[config.mk]
export PLATFORM = sky130hd
export DESIGN_NAME = calorimeter_event_builder_top_flat
export DESIGN_NICKNAME = d
export VERILOG_FILES = /design/src/hdl/ceb_pkg.sv /design/src/hdl/ceb_stream_if.sv /design/src/hdl/ceb_energy.sv /design/src/hdl/calorimeter_event_builder_top.sv /design/src/flat_wrapper.sv
export SDC_FILE = /design/constraint.sdc
export NUM_CORES = 2
export LEC_CHECK = 0
export ABC_AREA = 1
export BUFFER_PORTS_ARGS = -buffer_cell sky130_fd_sc_hd__buf_2
export CORE_UTILIZATION = 59
export CTS_BUF_LIST = sky130_fd_sc_hd__clkbuf_8
export CTS_CLUSTER_SIZE = 12
export DETAILED_ROUTE_END_ITERATION = 7
export PLACE_DENSITY = 0.87
export SLEW_MARGIN = 10
export SYNTH_ARGS = -nofsm -noshare
export SYNTH_HDL_FRONTEND = slang
export SYNTH_HIERARCHICAL = 1
export SYNTH_SLANG_ARGS = --single-unit
[constraint.sdc]
create_clock -name clk -period 6.7 [get_ports clk]
set_input_delay 1.005 -clock clk [delete_from_list [all_inputs] [get_ports clk]]
set_output_delay 1.005 -clock clk [all_outputs]
set_load 0.005 [all_outputs]
[src/hdl/ceb_pkg.sv]
// Shared widths, codes, reset values and the item tag type of the calorimeter event builder.
`timescale 1ns / 1ps

package ceb_pkg;

    // Field widths.
    localparam int ADC_W       = 14;
    localparam int PED_W       = 18;
    localparam int GAIN_W      = 11;
    localparam int GAIN_FRAC   = 10;
    localparam int CH_W        = 4;
    localparam int ENERGY_W    = 19;
    localparam int SUM_W       = 23;
    localparam int DIFF_W      = 20;
    localparam int PROD_W      = PED_W + GAIN_W;
    localparam int ZS_W        = 18;
    localparam int RUN_W       = 4;
    localparam int SPILL_W     = 16;
    localparam int COUNT_W     = 4;
    localparam int POS_W       = 3;
    localparam int CFG_IDX_W   = 3;
    localparam int CFG_DATA_W  = 18;

    // Command codes.
    localparam logic CMD_SAMPLE = 1'b0;
    localparam logic CMD_LOAD   = 1'b1;

    // Detector sources.
    typedef enum logic [1:0] {
        SRC_HODO = 2'd0,
        SRC_CAL  = 2'd1,
        SRC_TRIG = 2'd2,
        SRC_CHER = 2'd3
    } source_t;

    // Configuration register indexes.
    localparam logic [CFG_IDX_W-1:0] REG_HODO_THRESHOLD     = 3'd0;
    localparam logic [CFG_IDX_W-1:0] REG_HIGH_HIT_LEVEL     = 3'd1;
    localparam logic [CFG_IDX_W-1:0] REG_ZERO_SUPPRESS      = 3'd2;
    localparam logic [CFG_IDX_W-1:0] REG_PULSER_TRIGGER_MAX = 3'd3;
    localparam logic [CFG_IDX_W-1:0] REG_PULSER_RUN_LENGTH  = 3'd4;
    localparam logic [CFG_IDX_W-1:0] REG_SPILL_GAP_COUNT    = 3'd5;
    localparam logic [CFG_IDX_W-1:0] REG_CHERENKOV_MIN      = 3'd6;
    localparam logic [CFG_IDX_W-1:0] REG_MONITOR_CHANNEL    = 3'd7;

    // Configuration reset values.
    localparam logic [ADC_W-1:0]   RST_HODO_THRESHOLD     = 14'd250;
    localparam logic [ADC_W-1:0]   RST_HIGH_HIT_LEVEL     = 14'd2275;
    localparam logic [ZS_W-1:0]    RST_ZERO_SUPPRESS      = 18'd54;
    localparam logic [ADC_W-1:0]   RST_PULSER_TRIGGER_MAX = 14'd130;
    localparam logic [RUN_W-1:0]   RST_PULSER_RUN_LENGTH  = 4'd10;
    localparam logic [SPILL_W-1:0] RST_SPILL_GAP_COUNT    = 16'd50;
    localparam logic [ADC_W-1:0]   RST_CHERENKOV_MIN      = 14'd100;
    localparam logic [CH_W-1:0]    RST_MONITOR_CHANNEL    = 4'd6;

    // One item as it travels down the pipeline.
    typedef struct packed {
        logic                valid;
        logic                cmd;
        source_t             source;
        logic [CH_W-1:0]     channel;
        logic [ADC_W-1:0]    adc;
        logic                eoe;
    } ceb_tag_t;

endpackage

[src/hdl/ceb_stream_if.sv]
// Sample and result channel interfaces of the calorimeter event builder.
`timescale 1ns / 1ps

interface ceb_sample_if;
    logic                           valid;
    logic                           ready;
    logic                           cmd;
    logic [1:0]                     source;
    logic [ceb_pkg::CH_W-1:0]       channel;
    logic [ceb_pkg::ADC_W-1:0]      adc;
    logic [ceb_pkg::PED_W-1:0]      pedestal;
    logic [ceb_pkg::GAIN_W-1:0]     gain;
    logic                           end_of_event;

    modport src (
        output valid, cmd, source, channel, adc, pedestal, gain, end_of_event,
        input  ready
    );
    modport sink (
        input  valid, cmd, source, channel, adc, pedestal, gain, end_of_event,
        output ready
    );
endinterface

interface ceb_result_if;
    logic                           valid;
    logic                           ready;
    logic                           event_accepted;
    logic                           electron_flag;
    logic [ceb_pkg::COUNT_W-1:0]    row_count;
    logic [ceb_pkg::COUNT_W-1:0]    column_count;
    logic [ceb_pkg::POS_W-1:0]      row_index;
    logic [ceb_pkg::POS_W-1:0]      column_index;
    logic                           high_hit;
    logic [ceb_pkg::SUM_W-1:0]      energy_sum;
    logic [ceb_pkg::CH_W-1:0]       peak_tower;
    logic [ceb_pkg::ENERGY_W-1:0]   monitor_energy;
    logic [ceb_pkg::SPILL_W-1:0]    spill_number;

    modport src (
        output valid, event_accepted, electron_flag, row_count, column_count,
               row_index, column_index, high_hit, energy_sum, peak_tower,
               monitor_energy, spill_number,
        input  ready
    );
    modport sink (
        input  valid, event_accepted, electron_flag, row_count, column_count,
               row_index, column_index, high_hit, energy_sum, peak_tower,
               monitor_energy, spill_number,
        output ready
    );
endinterface

[src/hdl/ceb_energy.sv]
// Calibration memories and the three-stage tower energy pipeline.
`timescale 1ns / 1ps

module ceb_energy #(
    parameter int CAL_CHANNELS = 16
) (
    input  logic                                clk,
    input  logic                                rst_n,
    input  logic                                en,
    input  ceb_pkg::ceb_tag_t                   tag_in,
    input  logic [ceb_pkg::PED_W-1:0]           pedestal,
    input  logic [ceb_pkg::GAIN_W-1:0]          gain,
    input  logic [ceb_pkg::ZS_W-1:0]            zero_suppress_level,
    output ceb_pkg::ceb_tag_t                   tag_out,
    output logic [ceb_pkg::ENERGY_W-1:0]        energy
);
    import ceb_pkg::*;

    localparam int CAL_AW = (CAL_CHANNELS > 1) ? $clog2(CAL_CHANNELS) : 1;

    logic [PED_W-1:0]    ped_mem  [CAL_CHANNELS];
    logic [GAIN_W-1:0]   gain_mem [CAL_CHANNELS];

    logic [CAL_AW-1:0]   addr;
    logic                in_range;
    logic                load_we;

    ceb_tag_t            s1_tag_reg;
    ceb_tag_t            s2_tag_reg;
    ceb_tag_t            s3_tag_reg;
    logic [PED_W-1:0]    ped_rd_reg;
    logic [GAIN_W-1:0]   gain_rd_reg;
    logic [PED_W-1:0]    s2_diff_reg;
    logic [GAIN_W-1:0]   s2_gain_reg;
    logic [ENERGY_W-1:0] s3_energy_reg;

    logic [DIFF_W-1:0]   diff;
    logic                pass;
    logic [PED_W-1:0]    diff_kept;
    logic [PROD_W-1:0]   product;

    assign addr     = CAL_AW'(tag_in.channel);
    assign in_range = 32'(tag_in.channel) < CAL_CHANNELS;
    assign load_we  = tag_in.valid && en && (tag_in.cmd == CMD_LOAD) && in_range;

    // The calibration tables: one write port for loads, one registered read port.
    always_ff @(posedge clk)
    begin
        if (load_we)
        begin
            ped_mem[addr]  <= pedestal;
            gain_mem[addr] <= gain;
        end
        if (en)
        begin
            ped_rd_reg  <= ped_mem[addr];
            gain_rd_reg <= gain_mem[addr];
        end
    end

    // Pedestal subtraction in sixteenth counts, then zero suppression.
    always_comb
    begin
        diff      = {2'b00, s1_tag_reg.adc, 4'b0000} - {2'b00, ped_rd_reg};
        pass      = !diff[DIFF_W-1] && (diff[DIFF_W-2:0] > {1'b0, zero_suppress_level});
        diff_kept = pass ? diff[PED_W-1:0] : '0;
    end

    // Gain in Q1.10; once the ten fraction bits are dropped, the product of an 18-bit
    // difference and the gain always fits 19 bits, so no saturation is needed.
    assign product = PROD_W'(s2_diff_reg) * PROD_W'(s2_gain_reg);

    always_ff @(posedge clk or negedge rst_n)
    begin
        if (!rst_n)
        begin
            s1_tag_reg <= '0;
            s2_tag_reg <= '0;
            s3_tag_reg <= '0;
        end
        else if (en)
        begin
            s1_tag_reg <= tag_in;
            s2_tag_reg <= s1_tag_reg;
            s3_tag_reg <= s2_tag_reg;
        end
    end

    always_ff @(posedge clk)
    begin
        if (en)
        begin
            s2_diff_reg   <= diff_kept;
            s2_gain_reg   <= gain_rd_reg;
            s3_energy_reg <= product[PROD_W-1:GAIN_FRAC];
        end
    end

    assign tag_out = s3_tag_reg;
    assign energy  = s3_energy_reg;

endmodule

[src/hdl/calorimeter_event_builder_top.sv]
// Top level of the calorimeter event builder.
`timescale 1ns / 1ps

// The event builder takes one ADC sample transaction per clock cycle and returns one result
// transaction for every sample transaction that carries end_of_event. Calibration loads
// (cmd = 1) write the per-tower pedestal and gain into two small synchronous memories;
// calorimeter samples read them back registered, go through pedestal subtraction and
// zero suppression, a registered gain multiply, and are then folded into the event sum,
// the peak-tower search and the monitor tower. Hodoscope samples set hit bits, and trigger
// and Cherenkov samples are latched. An item passes three pipeline stages before it
// reaches the event accumulators; at the end of an event they are copied into the finishing
// stage, and the finished result then moves into the output register. The
// sustained rate is one transaction per cycle; the only stall happens when a finished
// result waits in the finishing stage while the output register is still full and not
// taken, in which case the whole pipeline holds. Calorimeter channels at or above
// CAL_CHANNELS and hodoscope channels at or above HODO_CHANNELS are ignored; hodoscope
// channels below HODO_CHANNELS/2 are rows and the others are columns. Configuration
// registers are written through cfg_we, cfg_index and cfg_data and should only be written
// while no event is in flight. A tower must be loaded before its samples are sent.
module calorimeter_event_builder_top #(
    parameter int CAL_CHANNELS  = 16,
    parameter int HODO_CHANNELS = 16
) (
    input  logic                                clk,
    input  logic                                rst_n,
    input  logic                                cfg_we,
    input  logic [ceb_pkg::CFG_IDX_W-1:0]       cfg_index,
    input  logic [ceb_pkg::CFG_DATA_W-1:0]      cfg_data,
    ceb_sample_if.sink                          samples,
    ceb_result_if.src                           results
);
    import ceb_pkg::*;

    localparam int HALF_HODO = HODO_CHANNELS / 2;
    localparam int HCNT_W    = $clog2(HODO_CHANNELS + 1);

    // Configuration registers.
    logic [ADC_W-1:0]    hodo_threshold_reg;
    logic [ADC_W-1:0]    high_hit_level_reg;
    logic [ZS_W-1:0]     zero_suppress_reg;
    logic [ADC_W-1:0]    pulser_trigger_max_reg;
    logic [RUN_W-1:0]    pulser_run_length_reg;
    logic [SPILL_W-1:0]  spill_gap_count_reg;
    logic [ADC_W-1:0]    cherenkov_min_reg;
    logic [CH_W-1:0]     monitor_channel_reg;

    // Pipeline control.
    logic                en;
    logic                out_free;
    logic                finish;
    ceb_tag_t            tag_in;
    ceb_tag_t            s3_tag;
    logic [ENERGY_W-1:0] s3_energy;

    // Event accumulators.
    logic [HODO_CHANNELS-1:0] hit_mask_reg,   hit_mask_next;
    logic                     high_hit_reg,   high_hit_next;
    logic [SUM_W-1:0]         sum_reg,        sum_next;
    logic [ENERGY_W-1:0]      peak_value_reg, peak_value_next;
    logic [CH_W-1:0]          peak_index_reg, peak_index_next;
    logic                     peak_valid_reg, peak_valid_next;
    logic [ENERGY_W-1:0]      monitor_reg,    monitor_next;
    logic [ADC_W-1:0]         trigger_reg,    trigger_next;
    logic [ADC_W-1:0]         cherenkov_reg,  cherenkov_next;
    logic [SUM_W:0]           sum_wide;

    // Snapshot of a finished event.
    logic                     s4_valid_reg;
    logic [HODO_CHANNELS-1:0] s4_mask_reg;
    logic                     s4_high_reg;
    logic [SUM_W-1:0]         s4_sum_reg;
    logic [CH_W-1:0]          s4_peak_reg;
    logic [ENERGY_W-1:0]      s4_monitor_reg;
    logic [ADC_W-1:0]         s4_trigger_reg;
    logic [ADC_W-1:0]         s4_cherenkov_reg;

    // Run bookkeeping across events.
    logic [POS_W-1:0]    last_row_reg,    last_row_next;
    logic [POS_W-1:0]    last_column_reg, last_column_next;
    logic [RUN_W-1:0]    pulser_run_reg,  pulser_run_next;
    logic [SPILL_W-1:0]  nonpulser_reg,   nonpulser_next;
    logic [SPILL_W-1:0]  spill_reg,       spill_next;
    logic [SPILL_W-1:0]  nonpulser_step;

    // Event finishing logic.
    logic [HCNT_W-1:0]   rows;
    logic [HCNT_W-1:0]   cols;
    logic [POS_W-1:0]    hi_row;
    logic [POS_W-1:0]    hi_col;
    logic                pulser;
    logic                accepted;

    // Output register.
    logic                out_valid_reg;
    logic                out_accepted_reg;
    logic                out_electron_reg;
    logic [COUNT_W-1:0]  out_rows_reg;
    logic [COUNT_W-1:0]  out_cols_reg;
    logic [POS_W-1:0]    out_row_index_reg;
    logic [POS_W-1:0]    out_col_index_reg;
    logic                out_high_reg;
    logic [SUM_W-1:0]    out_sum_reg;
    logic [CH_W-1:0]     out_peak_reg;
    logic [ENERGY_W-1:0] out_monitor_reg;
    logic [SPILL_W-1:0]  out_spill_reg;

    // The pipeline only holds when a finished event cannot move into a full output register.
    assign out_free      = !out_valid_reg || results.ready;
    assign finish        = s4_valid_reg && out_free;
    assign en            = !s4_valid_reg || out_free;
    assign samples.ready = en;

    always_comb
    begin
        tag_in.valid   = samples.valid && en;
        tag_in.cmd     = samples.cmd;
        tag_in.source  = source_t'(samples.source);
        tag_in.channel = samples.channel;
        tag_in.adc     = samples.adc;
        tag_in.eoe     = samples.end_of_event;
    end

    always_ff @(posedge clk or negedge rst_n)
    begin
        if (!rst_n)
        begin
            hodo_threshold_reg     <= RST_HODO_THRESHOLD;
            high_hit_level_reg     <= RST_HIGH_HIT_LEVEL;
            zero_suppress_reg      <= RST_ZERO_SUPPRESS;
            pulser_trigger_max_reg <= RST_PULSER_TRIGGER_MAX;
            pulser_run_length_reg  <= RST_PULSER_RUN_LENGTH;
            spill_gap_count_reg    <= RST_SPILL_GAP_COUNT;
            cherenkov_min_reg      <= RST_CHERENKOV_MIN;
            monitor_channel_reg    <= RST_MONITOR_CHANNEL;
        end
        else if (cfg_we)
        begin
            case (cfg_index)
                REG_HODO_THRESHOLD:     hodo_threshold_reg     <= cfg_data[ADC_W-1:0];
                REG_HIGH_HIT_LEVEL:     high_hit_level_reg     <= cfg_data[ADC_W-1:0];
                REG_ZERO_SUPPRESS:      zero_suppress_reg      <= cfg_data[ZS_W-1:0];
                REG_PULSER_TRIGGER_MAX: pulser_trigger_max_reg <= cfg_data[ADC_W-1:0];
                REG_PULSER_RUN_LENGTH:  pulser_run_length_reg  <= cfg_data[RUN_W-1:0];
                REG_SPILL_GAP_COUNT:    spill_gap_count_reg    <= cfg_data[SPILL_W-1:0];
                REG_CHERENKOV_MIN:      cherenkov_min_reg      <= cfg_data[ADC_W-1:0];
                REG_MONITOR_CHANNEL:    monitor_channel_reg    <= cfg_data[CH_W-1:0];
                default:                ;
            endcase
        end
    end

    // Calibration memories and the energy pipeline.
    ceb_energy #(
        .CAL_CHANNELS (CAL_CHANNELS)
    ) u_energy (
        .clk                 (clk),
        .rst_n               (rst_n),
        .en                  (en),
        .tag_in              (tag_in),
        .pedestal            (samples.pedestal),
        .gain                (samples.gain),
        .zero_suppress_level (zero_suppress_reg),
        .tag_out             (s3_tag),
        .energy              (s3_energy)
    );

    // Fold the item leaving the energy pipeline into the event accumulators.
    always_comb
    begin
        hit_mask_next   = hit_mask_reg;
        high_hit_next   = high_hit_reg;
        sum_next        = sum_reg;
        peak_value_next = peak_value_reg;
        peak_index_next = peak_index_reg;
        peak_valid_next = peak_valid_reg;
        monitor_next    = monitor_reg;
        trigger_next    = trigger_reg;
        cherenkov_next  = cherenkov_reg;
        sum_wide        = {1'b0, sum_reg} + (SUM_W + 1)'(s3_energy);

        if (s3_tag.valid && (s3_tag.cmd == CMD_SAMPLE))
        begin
            case (s3_tag.source)
                SRC_HODO:
                begin
                    if (32'(s3_tag.channel) < HODO_CHANNELS)
                    begin
                        for (int i = 0; i < HODO_CHANNELS; i++)
                        begin
                            if ((s3_tag.adc >= hodo_threshold_reg) && (32'(s3_tag.channel) == i))
                            begin
                                hit_mask_next[i] = 1'b1;
                            end
                        end
                        if (s3_tag.adc > high_hit_level_reg)
                        begin
                            high_hit_next = 1'b1;
                        end
                    end
                end
                SRC_CAL:
                begin
                    if (32'(s3_tag.channel) < CAL_CHANNELS)
                    begin
                        // The event sum saturates instead of wrapping.
                        sum_next = sum_wide[SUM_W] ? '1 : sum_wide[SUM_W-1:0];
                        // Ties go to the lower channel number.
                        if (!peak_valid_reg || (s3_energy > peak_value_reg) ||
                            ((s3_energy == peak_value_reg) && (s3_tag.channel < peak_index_reg)))
                        begin
                            peak_value_next = s3_energy;
                            peak_index_next = s3_tag.channel;
                            peak_valid_next = 1'b1;
                        end
                        if (s3_tag.channel == monitor_channel_reg)
                        begin
                            monitor_next = s3_energy;
                        end
                    end
                end
                SRC_TRIG: trigger_next   = s3_tag.adc;
                SRC_CHER: cherenkov_next = s3_tag.adc;
                default:  ;
            endcase
        end
    end

    // At the end of an event the accumulated values move to the finishing stage and the
    // accumulators start over for the next event in the same cycle.
    always_ff @(posedge clk or negedge rst_n)
    begin
        if (!rst_n)
        begin
            hit_mask_reg   <= '0;
            high_hit_reg   <= 1'b0;
            sum_reg        <= '0;
            peak_value_reg <= '0;
            peak_index_reg <= '0;
            peak_valid_reg <= 1'b0;
            monitor_reg    <= '0;
            trigger_reg    <= '0;
            cherenkov_reg  <= '0;
            s4_valid_reg   <= 1'b0;
        end
        else if (en)
        begin
            s4_valid_reg <= s3_tag.valid && s3_tag.eoe;
            if (s3_tag.valid && s3_tag.eoe)
            begin
                hit_mask_reg   <= '0;
                high_hit_reg   <= 1'b0;
                sum_reg        <= '0;
                peak_value_reg <= '0;
                peak_index_reg <= '0;
                peak_valid_reg <= 1'b0;
                monitor_reg    <= '0;
                trigger_reg    <= '0;
                cherenkov_reg  <= '0;
            end
            else
            begin
                hit_mask_reg   <= hit_mask_next;
                high_hit_reg   <= high_hit_next;
                sum_reg        <= sum_next;
                peak_value_reg <= peak_value_next;
                peak_index_reg <= peak_index_next;
                peak_valid_reg <= peak_valid_next;
                monitor_reg    <= monitor_next;
                trigger_reg    <= trigger_next;
                cherenkov_reg  <= cherenkov_next;
            end
        end
    end

    always_ff @(posedge clk)
    begin
        if (en && s3_tag.valid && s3_tag.eoe)
        begin
            s4_mask_reg      <= hit_mask_next;
            s4_high_reg      <= high_hit_next;
            s4_sum_reg       <= sum_next;
            s4_peak_reg      <= peak_index_next;
            s4_monitor_reg   <= monitor_next;
            s4_trigger_reg   <= trigger_next;
            s4_cherenkov_reg <= cherenkov_next;
        end
    end

    // Count the hit rows and columns and find the highest of each.
    always_comb
    begin
        rows   = '0;
        cols   = '0;
        hi_row = '0;
        hi_col = '0;
        for (int i = 0; i < HODO_CHANNELS; i++)
        begin
            if (s4_mask_reg[i])
            begin
                if (i < HALF_HODO)
                begin
                    rows   = rows + HCNT_W'(1);
                    hi_row = POS_W'(i);
                end
                else
                begin
                    cols   = cols + HCNT_W'(1);
                    hi_col = POS_W'(i - HALF_HODO);
                end
            end
        end
    end

    // Pulser and spill bookkeeping. An empty event with a quiet trigger counter is a pulser
    // event; a long enough run of them restarts the non-pulser count, and the spill number
    // advances when that count reaches the spill gap.
    always_comb
    begin
        accepted = (rows == HCNT_W'(1)) && (cols == HCNT_W'(1));
        pulser   = (s4_trigger_reg < pulser_trigger_max_reg) && (rows == '0) && (cols == '0);

        if ((rows != '0) && (cols != '0))
        begin
            last_row_next    = hi_row;
            last_column_next = hi_col;
        end
        else
        begin
            last_row_next    = last_row_reg;
            last_column_next = last_column_reg;
        end

        if (pulser)
        begin
            pulser_run_next = (pulser_run_reg != '1) ? pulser_run_reg + RUN_W'(1) : pulser_run_reg;
            nonpulser_step  = nonpulser_reg;
        end
        else
        begin
            pulser_run_next = '0;
            nonpulser_step  = (nonpulser_reg != '1) ? nonpulser_reg + SPILL_W'(1) : nonpulser_reg;
        end

        nonpulser_next = (pulser_run_next >= pulser_run_length_reg) ? '0 : nonpulser_step;

        if ((nonpulser_next == spill_gap_count_reg) && (spill_reg != '1))
        begin
            spill_next = spill_reg + SPILL_W'(1);
        end
        else
        begin
            spill_next = spill_reg;
        end
    end

    always_ff @(posedge clk or negedge rst_n)
    begin
        if (!rst_n)
        begin
            last_row_reg    <= '0;
            last_column_reg <= '0;
            pulser_run_reg  <= '0;
            nonpulser_reg   <= '0;
            spill_reg       <= SPILL_W'(1);
            out_valid_reg   <= 1'b0;
        end
        else
        begin
            if (finish)
            begin
                last_row_reg    <= last_row_next;
                last_column_reg <= last_column_next;
                pulser_run_reg  <= pulser_run_next;
                nonpulser_reg   <= nonpulser_next;
                spill_reg       <= spill_next;
                out_valid_reg   <= 1'b1;
            end
            else if (results.ready)
            begin
                out_valid_reg <= 1'b0;
            end
        end
    end

    always_ff @(posedge clk)
    begin
        if (finish)
        begin
            out_accepted_reg  <= accepted;
            out_electron_reg  <= accepted && (s4_cherenkov_reg > cherenkov_min_reg);
            out_rows_reg      <= (rows > HCNT_W'(15)) ? '1 : COUNT_W'(rows);
            out_cols_reg      <= (cols > HCNT_W'(15)) ? '1 : COUNT_W'(cols);
            out_row_index_reg <= last_row_next;
            out_col_index_reg <= last_column_next;
            out_high_reg      <= s4_high_reg;
            out_sum_reg       <= s4_sum_reg;
            out_peak_reg      <= s4_peak_reg;
            out_monitor_reg   <= s4_monitor_reg;
            out_spill_reg     <= spill_next;
        end
    end

    assign results.valid          = out_valid_reg;
    assign results.event_accepted = out_accepted_reg;
    assign results.electron_flag  = out_electron_reg;
    assign results.row_count      = out_rows_reg;
    assign results.column_count   = out_cols_reg;
    assign results.row_index      = out_row_index_reg;
    assign results.column_index   = out_col_index_reg;
    assign results.high_hit       = out_high_reg;
    assign results.energy_sum     = out_sum_reg;
    assign results.peak_tower     = out_peak_reg;
    assign results.monitor_energy = out_monitor_reg;
    assign results.spill_number   = out_spill_reg;

endmodule
[src/flat_wrapper.sv]
// flat-port wrapper written by rule: the top's interface ports become plain ports
module calorimeter_event_builder_top_flat import ceb_pkg::*;
#(
    parameter int CAL_CHANNELS  = 16,
    parameter int HODO_CHANNELS = 16
)
  (clk, rst_n, cfg_we, cfg_index, cfg_data, samples_valid, samples_cmd, samples_source, samples_channel, samples_adc, samples_pedestal, samples_gain, samples_end_of_event, samples_ready, results_valid, results_event_accepted, results_electron_flag, results_row_count, results_column_count, results_row_index, results_column_index, results_high_hit, results_energy_sum, results_peak_tower, results_monitor_energy, results_spill_number, results_ready);
  ceb_sample_if samples_i ();
  ceb_result_if results_i ();
  input  logic clk;
  input  logic rst_n;
  input  logic cfg_we;
  input  logic [ceb_pkg::CFG_IDX_W-1:0] cfg_index;
  input  logic [ceb_pkg::CFG_DATA_W-1:0] cfg_data;
  input wire logic [$bits(samples_i.valid)-1:0] samples_valid;
  input wire logic [$bits(samples_i.cmd)-1:0] samples_cmd;
  input wire logic [$bits(samples_i.source)-1:0] samples_source;
  input wire logic [$bits(samples_i.channel)-1:0] samples_channel;
  input wire logic [$bits(samples_i.adc)-1:0] samples_adc;
  input wire logic [$bits(samples_i.pedestal)-1:0] samples_pedestal;
  input wire logic [$bits(samples_i.gain)-1:0] samples_gain;
  input wire logic [$bits(samples_i.end_of_event)-1:0] samples_end_of_event;
  output wire logic [$bits(samples_i.ready)-1:0] samples_ready;
  output wire logic [$bits(results_i.valid)-1:0] results_valid;
  output wire logic [$bits(results_i.event_accepted)-1:0] results_event_accepted;
  output wire logic [$bits(results_i.electron_flag)-1:0] results_electron_flag;
  output wire logic [$bits(results_i.row_count)-1:0] results_row_count;
  output wire logic [$bits(results_i.column_count)-1:0] results_column_count;
  output wire logic [$bits(results_i.row_index)-1:0] results_row_index;
  output wire logic [$bits(results_i.column_index)-1:0] results_column_index;
  output wire logic [$bits(results_i.high_hit)-1:0] results_high_hit;
  output wire logic [$bits(results_i.energy_sum)-1:0] results_energy_sum;
  output wire logic [$bits(results_i.peak_tower)-1:0] results_peak_tower;
  output wire logic [$bits(results_i.monitor_energy)-1:0] results_monitor_energy;
  output wire logic [$bits(results_i.spill_number)-1:0] results_spill_number;
  input wire logic [$bits(results_i.ready)-1:0] results_ready;
  assign samples_i.valid = samples_valid;
  assign samples_i.cmd = samples_cmd;
  assign samples_i.source = samples_source;
  assign samples_i.channel = samples_channel;
  assign samples_i.adc = samples_adc;
  assign samples_i.pedestal = samples_pedestal;
  assign samples_i.gain = samples_gain;
  assign samples_i.end_of_event = samples_end_of_event;
  assign samples_ready = samples_i.ready;
  assign results_valid = results_i.valid;
  assign results_event_accepted = results_i.event_accepted;
  assign results_electron_flag = results_i.electron_flag;
  assign results_row_count = results_i.row_count;
  assign results_column_count = results_i.column_count;
  assign results_row_index = results_i.row_index;
  assign results_column_index = results_i.column_index;
  assign results_high_hit = results_i.high_hit;
  assign results_energy_sum = results_i.energy_sum;
  assign results_peak_tower = results_i.peak_tower;
  assign results_monitor_energy = results_i.monitor_energy;
  assign results_spill_number = results_i.spill_number;
  assign results_i.ready = results_ready;
  calorimeter_event_builder_top #(.CAL_CHANNELS(CAL_CHANNELS), .HODO_CHANNELS(HODO_CHANNELS)) u_core (.clk(clk), .rst_n(rst_n), .cfg_we(cfg_we), .cfg_index(cfg_index), .cfg_data(cfg_data), .samples(samples_i), .results(results_i));
endmodule
==> reports/qor.csv <==
stage,metric,value,unit
outcome,status,"complete, but fails checks",
outcome,failing checks,negative setup slack,
worst_setup_path,Worst Setup End Kind,flop,
worst_setup_path,CP max FO,5,
yosys,top cell type by total area after synthesis,edfxtp_1,
power,Int Pwr,14.46,mW
final_layout,share of cells above drive strength 1,0.1290,
drt,DR vias,37621,
cts,total CTS buffers,159,
yosys,"FF+latch count, synth",1033,
drt,Final ANT Viol Nets,0,
final_layout,max reg flops,288,
drt,met2 routed WL,62800,um
worst_setup_path,"most used cell, CP",nand2_4,
timing,fin. max-slew vios,0,
worst_setup_path,CP arrival,7.31,ns
final_layout,Syn-to-layout area delta,11.07,%
timing,"Min Clock Period, post-route",6.723,ns
die,total die area,0.08908,mm^2
drt,DR pass1 iterations,7,
global_route,GR Util All Layers,0.2841,
die,die height,298.5,um
timing,clock skew,0.04618,ns
power,switch share,0.4004,
power,combinational fraction of design power,0.404,
yosys,Mapped Nets,5310,
drt,Wirelength per Cell,19.96,um
final_layout,"Most flops, register",u_core/u_energy/ped_mem,
die,I/O pins,158,
yosys,"top cells by area, synth","edfxtp_1 (41%), dfrtp_1 (14%), nand2_1 (6.5%)",
power,VDD IR max,0.2877,mV
timing,Max Freq,0.1487,GHz
place,pre-CTS setup slack,-0.4261,ns
yosys,most common cell in the netlist,nand2_1,
yosys,Syn Area/Cell,10.64,um^2
drt,M1 wire length,48260,um
place,GPL Wtd Cong,0.9189,
timing,final setup vio count,12,
power,Clk pwr share,0.212,
cts,clock edge transition at the registers on the reported setup and hold paths,0.06,ns
cts,CTS H-tree lvls,4,
drt,highest metal used,met5,
yosys,Post-Syn Instances,4875,
die,Rows,108,
worst_setup_path,Critical Path Max Stage Delay,0.47,ns
cts,Hold Buf Count CTS,0,
timing,PnR worst setup slack,-0.02331,ns
yosys,Netlist cell types,71,
hold_path,Worst Hold Class,in2async,
global_route,vias in the first global route,37673,
yosys,number of flops mapped to enable cells by yosys,711,
yosys,"Seq/Total Area, Yosys",0.5678,
worst_setup_path,CP Launch Type,flop,
yosys,Async SR Flop Fraction,0.3117,
global_route,largest net degree at the start of global routing,180,
timing,RSZ-0062 raised after global routing,yes,
final_layout,final net count,5521,
cts,clk sink count,1033,
drt,WL final,127200,um
die,total core area,0.08689,mm^2
power,Lkg Pwr,25.38,nW
yosys,Ys Warns,6,
place,HPWL Detailed,80640,um
timing,fin crit share,1.003,
timing,WHS,0.1952,ns
cts,Clock Path Buffers,3,
power,Sw Pwr,9.659,mW
drt,DR iter-0 viols,4212,
timing,Setup Total Neg Slack,-0.1435,ns
cts,Clock Latency Late Sink,0.83,ns
power,Seq pwr share,0.384,
timing,Tightest Pin Transition,1.331,ns
yosys,synthesized area,0.05186,mm^2
final_layout,largest registers,"u_core/u_energy/ped_mem: 288 flops, u_core/u_energy/gain_mem: 176 flops",
timing,relative slew slack,0.1012,
global_route,global-route wire length before repair,198800,um
worst_setup_path,CP max stage cell,edfxtp_1,
worst_setup_path,Crit path required time,7.29,ns
yosys,synth cell count leaders,"nand2_1 (901), inv_1 (762), edfxtp_1 (711)",
drt,routed wl met3,11880,um
cts,CTS tree,yes,
place,IO Port Bufs,157,
die,Die W,298.5,um
global_route,global route overflow,0,
run,Max-Cap Viols,0,
die,Initial Util,0.5968,
yosys,commonest register cell after synthesis,edfxtp_1,
yosys,share of the synthesized area in the top cell type,0.4117,
drt,Vias per Instance,5.900,
global_route,initial antenna violation count,7,
worst_setup_path,Crit Path Class,reg2reg,
cts,root buf cell,clkbuf_8,
power,PwrDens,418.8,mW/mm^2
timing,"Hold Violations, Final",0,
drt,Remaining DRCs,0,
-- critical path: cells and delay by family (launching register included) --
| family | cells | cell delay [ns] |
|---|---|---|
| DFF | 1 | 0.47 |
| and+or+nand+nor | 26 | 3.09 |
| AOI/OAI and AO/OA | 4 | 0.55 |
| adders and majority gates | 7 | 1.51 |
| buffers and inverters | 9 | 0.88 |
-- routing by layer --
metal  vias to the layer above  GRT usage
met2                      2067     0.4736
met5                         -          0
met1                     18189     0.3648
met3                       393    0.05860
met4                         6     0.1148
li1                      16966          -
-- cells by family after synthesis --
logic type | count (synthesis) | synth area share
buf+inv | 954 | 0.07318
simple gates | 1496 | 0.1265
fa+ha+maj | 358 | 0.1071
mux | 21 | 0.004560
flops | 1033 | 0.5678
compound gates | 941 | 0.1086
xor+xnor | 72 | 0.01231
-- worst paths after layout --
| kind | start | to | slack (ns) | cells after the start |
|---|---|---|---|---|
| hold / removal | rst_n | u_core/nonpulser_reg[11] | 0.20 | 1 |
| hold reg to reg | u_core/s4_sum_reg[4] | u_core/results.energy_sum[4] | 0.39 | 0 |
| setup reg to reg | u_core/s4_mask_reg[1] | u_core/results.spill_number[8] | -0.02 | 46 |
| setup / recovery | u_core/s4_mask_reg[1] | u_core/results.spill_number[8] | -0.02 | 46 |
| min in group clk | u_core/s4_sum_reg[4] | u_core/results.energy_sum[4] | 0.39 | 0 |
| max in group asynchronous | rst_n | u_core/u_energy/s2_tag_reg[5] | 4.93 | 2 |
-- cells in the final DEF (no fill, tap or decap), types with 9 or more instances in the layout --
| master | instances |
|---|---|
| nand4_1 | 56 |
| nand2_2 | 53 |
| nand3_1 | 142 |
| dfstp_2 | 29 |
| clkbuf_8 | 177 |
| edfxtp_1 | 711 |
| fa_1 | 143 |
| or3_1 | 30 |
| nor2_4 | 29 |
| xor2_1 | 47 |
| o21ai_0 | 292 |
| a21oi_1 | 262 |
| inv_1 | 817 |
| nor3_1 | 37 |
| nand3_2 | 13 |
| or2_1 | 22 |
| a22oi_1 | 246 |
| mux2_2 | 21 |
| buf_4 | 56 |
| nand2_1 | 871 |
| nor2_1 | 166 |
| nand2_4 | 18 |
| dfrtp_1 | 293 |
| o21bai_1 | 9 |
| nor2_2 | 9 |
| ha_1 | 207 |
| a31oi_1 | 9 |
| a22o_1 | 20 |
| o22ai_1 | 53 |
| clkinv_2 | 19 |
| xnor2_1 | 24 |
| or2_0 | 9 |
| clkinv_1 | 17 |
| buf_2 | 156 |
-- timing repair --
action / 4_1_cts / 5_1_grt
pin swaps: 25 / 55
gates cloned: 4 / 0
resized for setup: 34 / 77
setup buffers: 22 / 4
setup endpoints to repair: 32 / 32
-- power by group through the flow --
stage | registers, mW | logic, mW | clock network (mW)
floorplan | 8.86 | 7.02 | 0
global placement | 9.27 | 8.81 | 0
detailed placement | 9.32 | 9.19 | 0
CTS | 9.22 | 9.43 | 5.19
global route | 9.36 | 11.0 | 5.45
finish | 9.26 | 9.75 | 5.11
-- final cells by class --
| type | instances | area [um^2] |
|---|---|---|
| Fill cell | 5962 | 29290 |
| Multi-Input combinational cell | 2888 | 19120 |
| Sequential cell | 1033 | 29440 |
| Clock buffer | 177 | 2436 |
| Clock inverter | 116 | 664.4 |
| Tap cell | 1155 | 1445 |
| Antenna cell | 3 | 7.507 |
| Inverter | 771 | 2918 |
| Timing Repair Buffer | 233 | 1564 |
-- through the flow --
step | cell area (um^2) | power, mW | instances | util
2_1_floorplan | 51860 | 15.88 | 4875 | -
3_3_place_gp | 53740 | 18.07 | 6052 | 0.6185
3_5_place_dp | 53740 | 18.52 | 6052 | 0.6185
4_1_cts | 57250 | 23.84 | 6371 | 0.6589
5_1_grt | 57600 | 25.80 | 6375 | 0.6629
6_report | 57600 | 24.12 | 6376 | 0.6629
(Power assumes the default switching activity.)
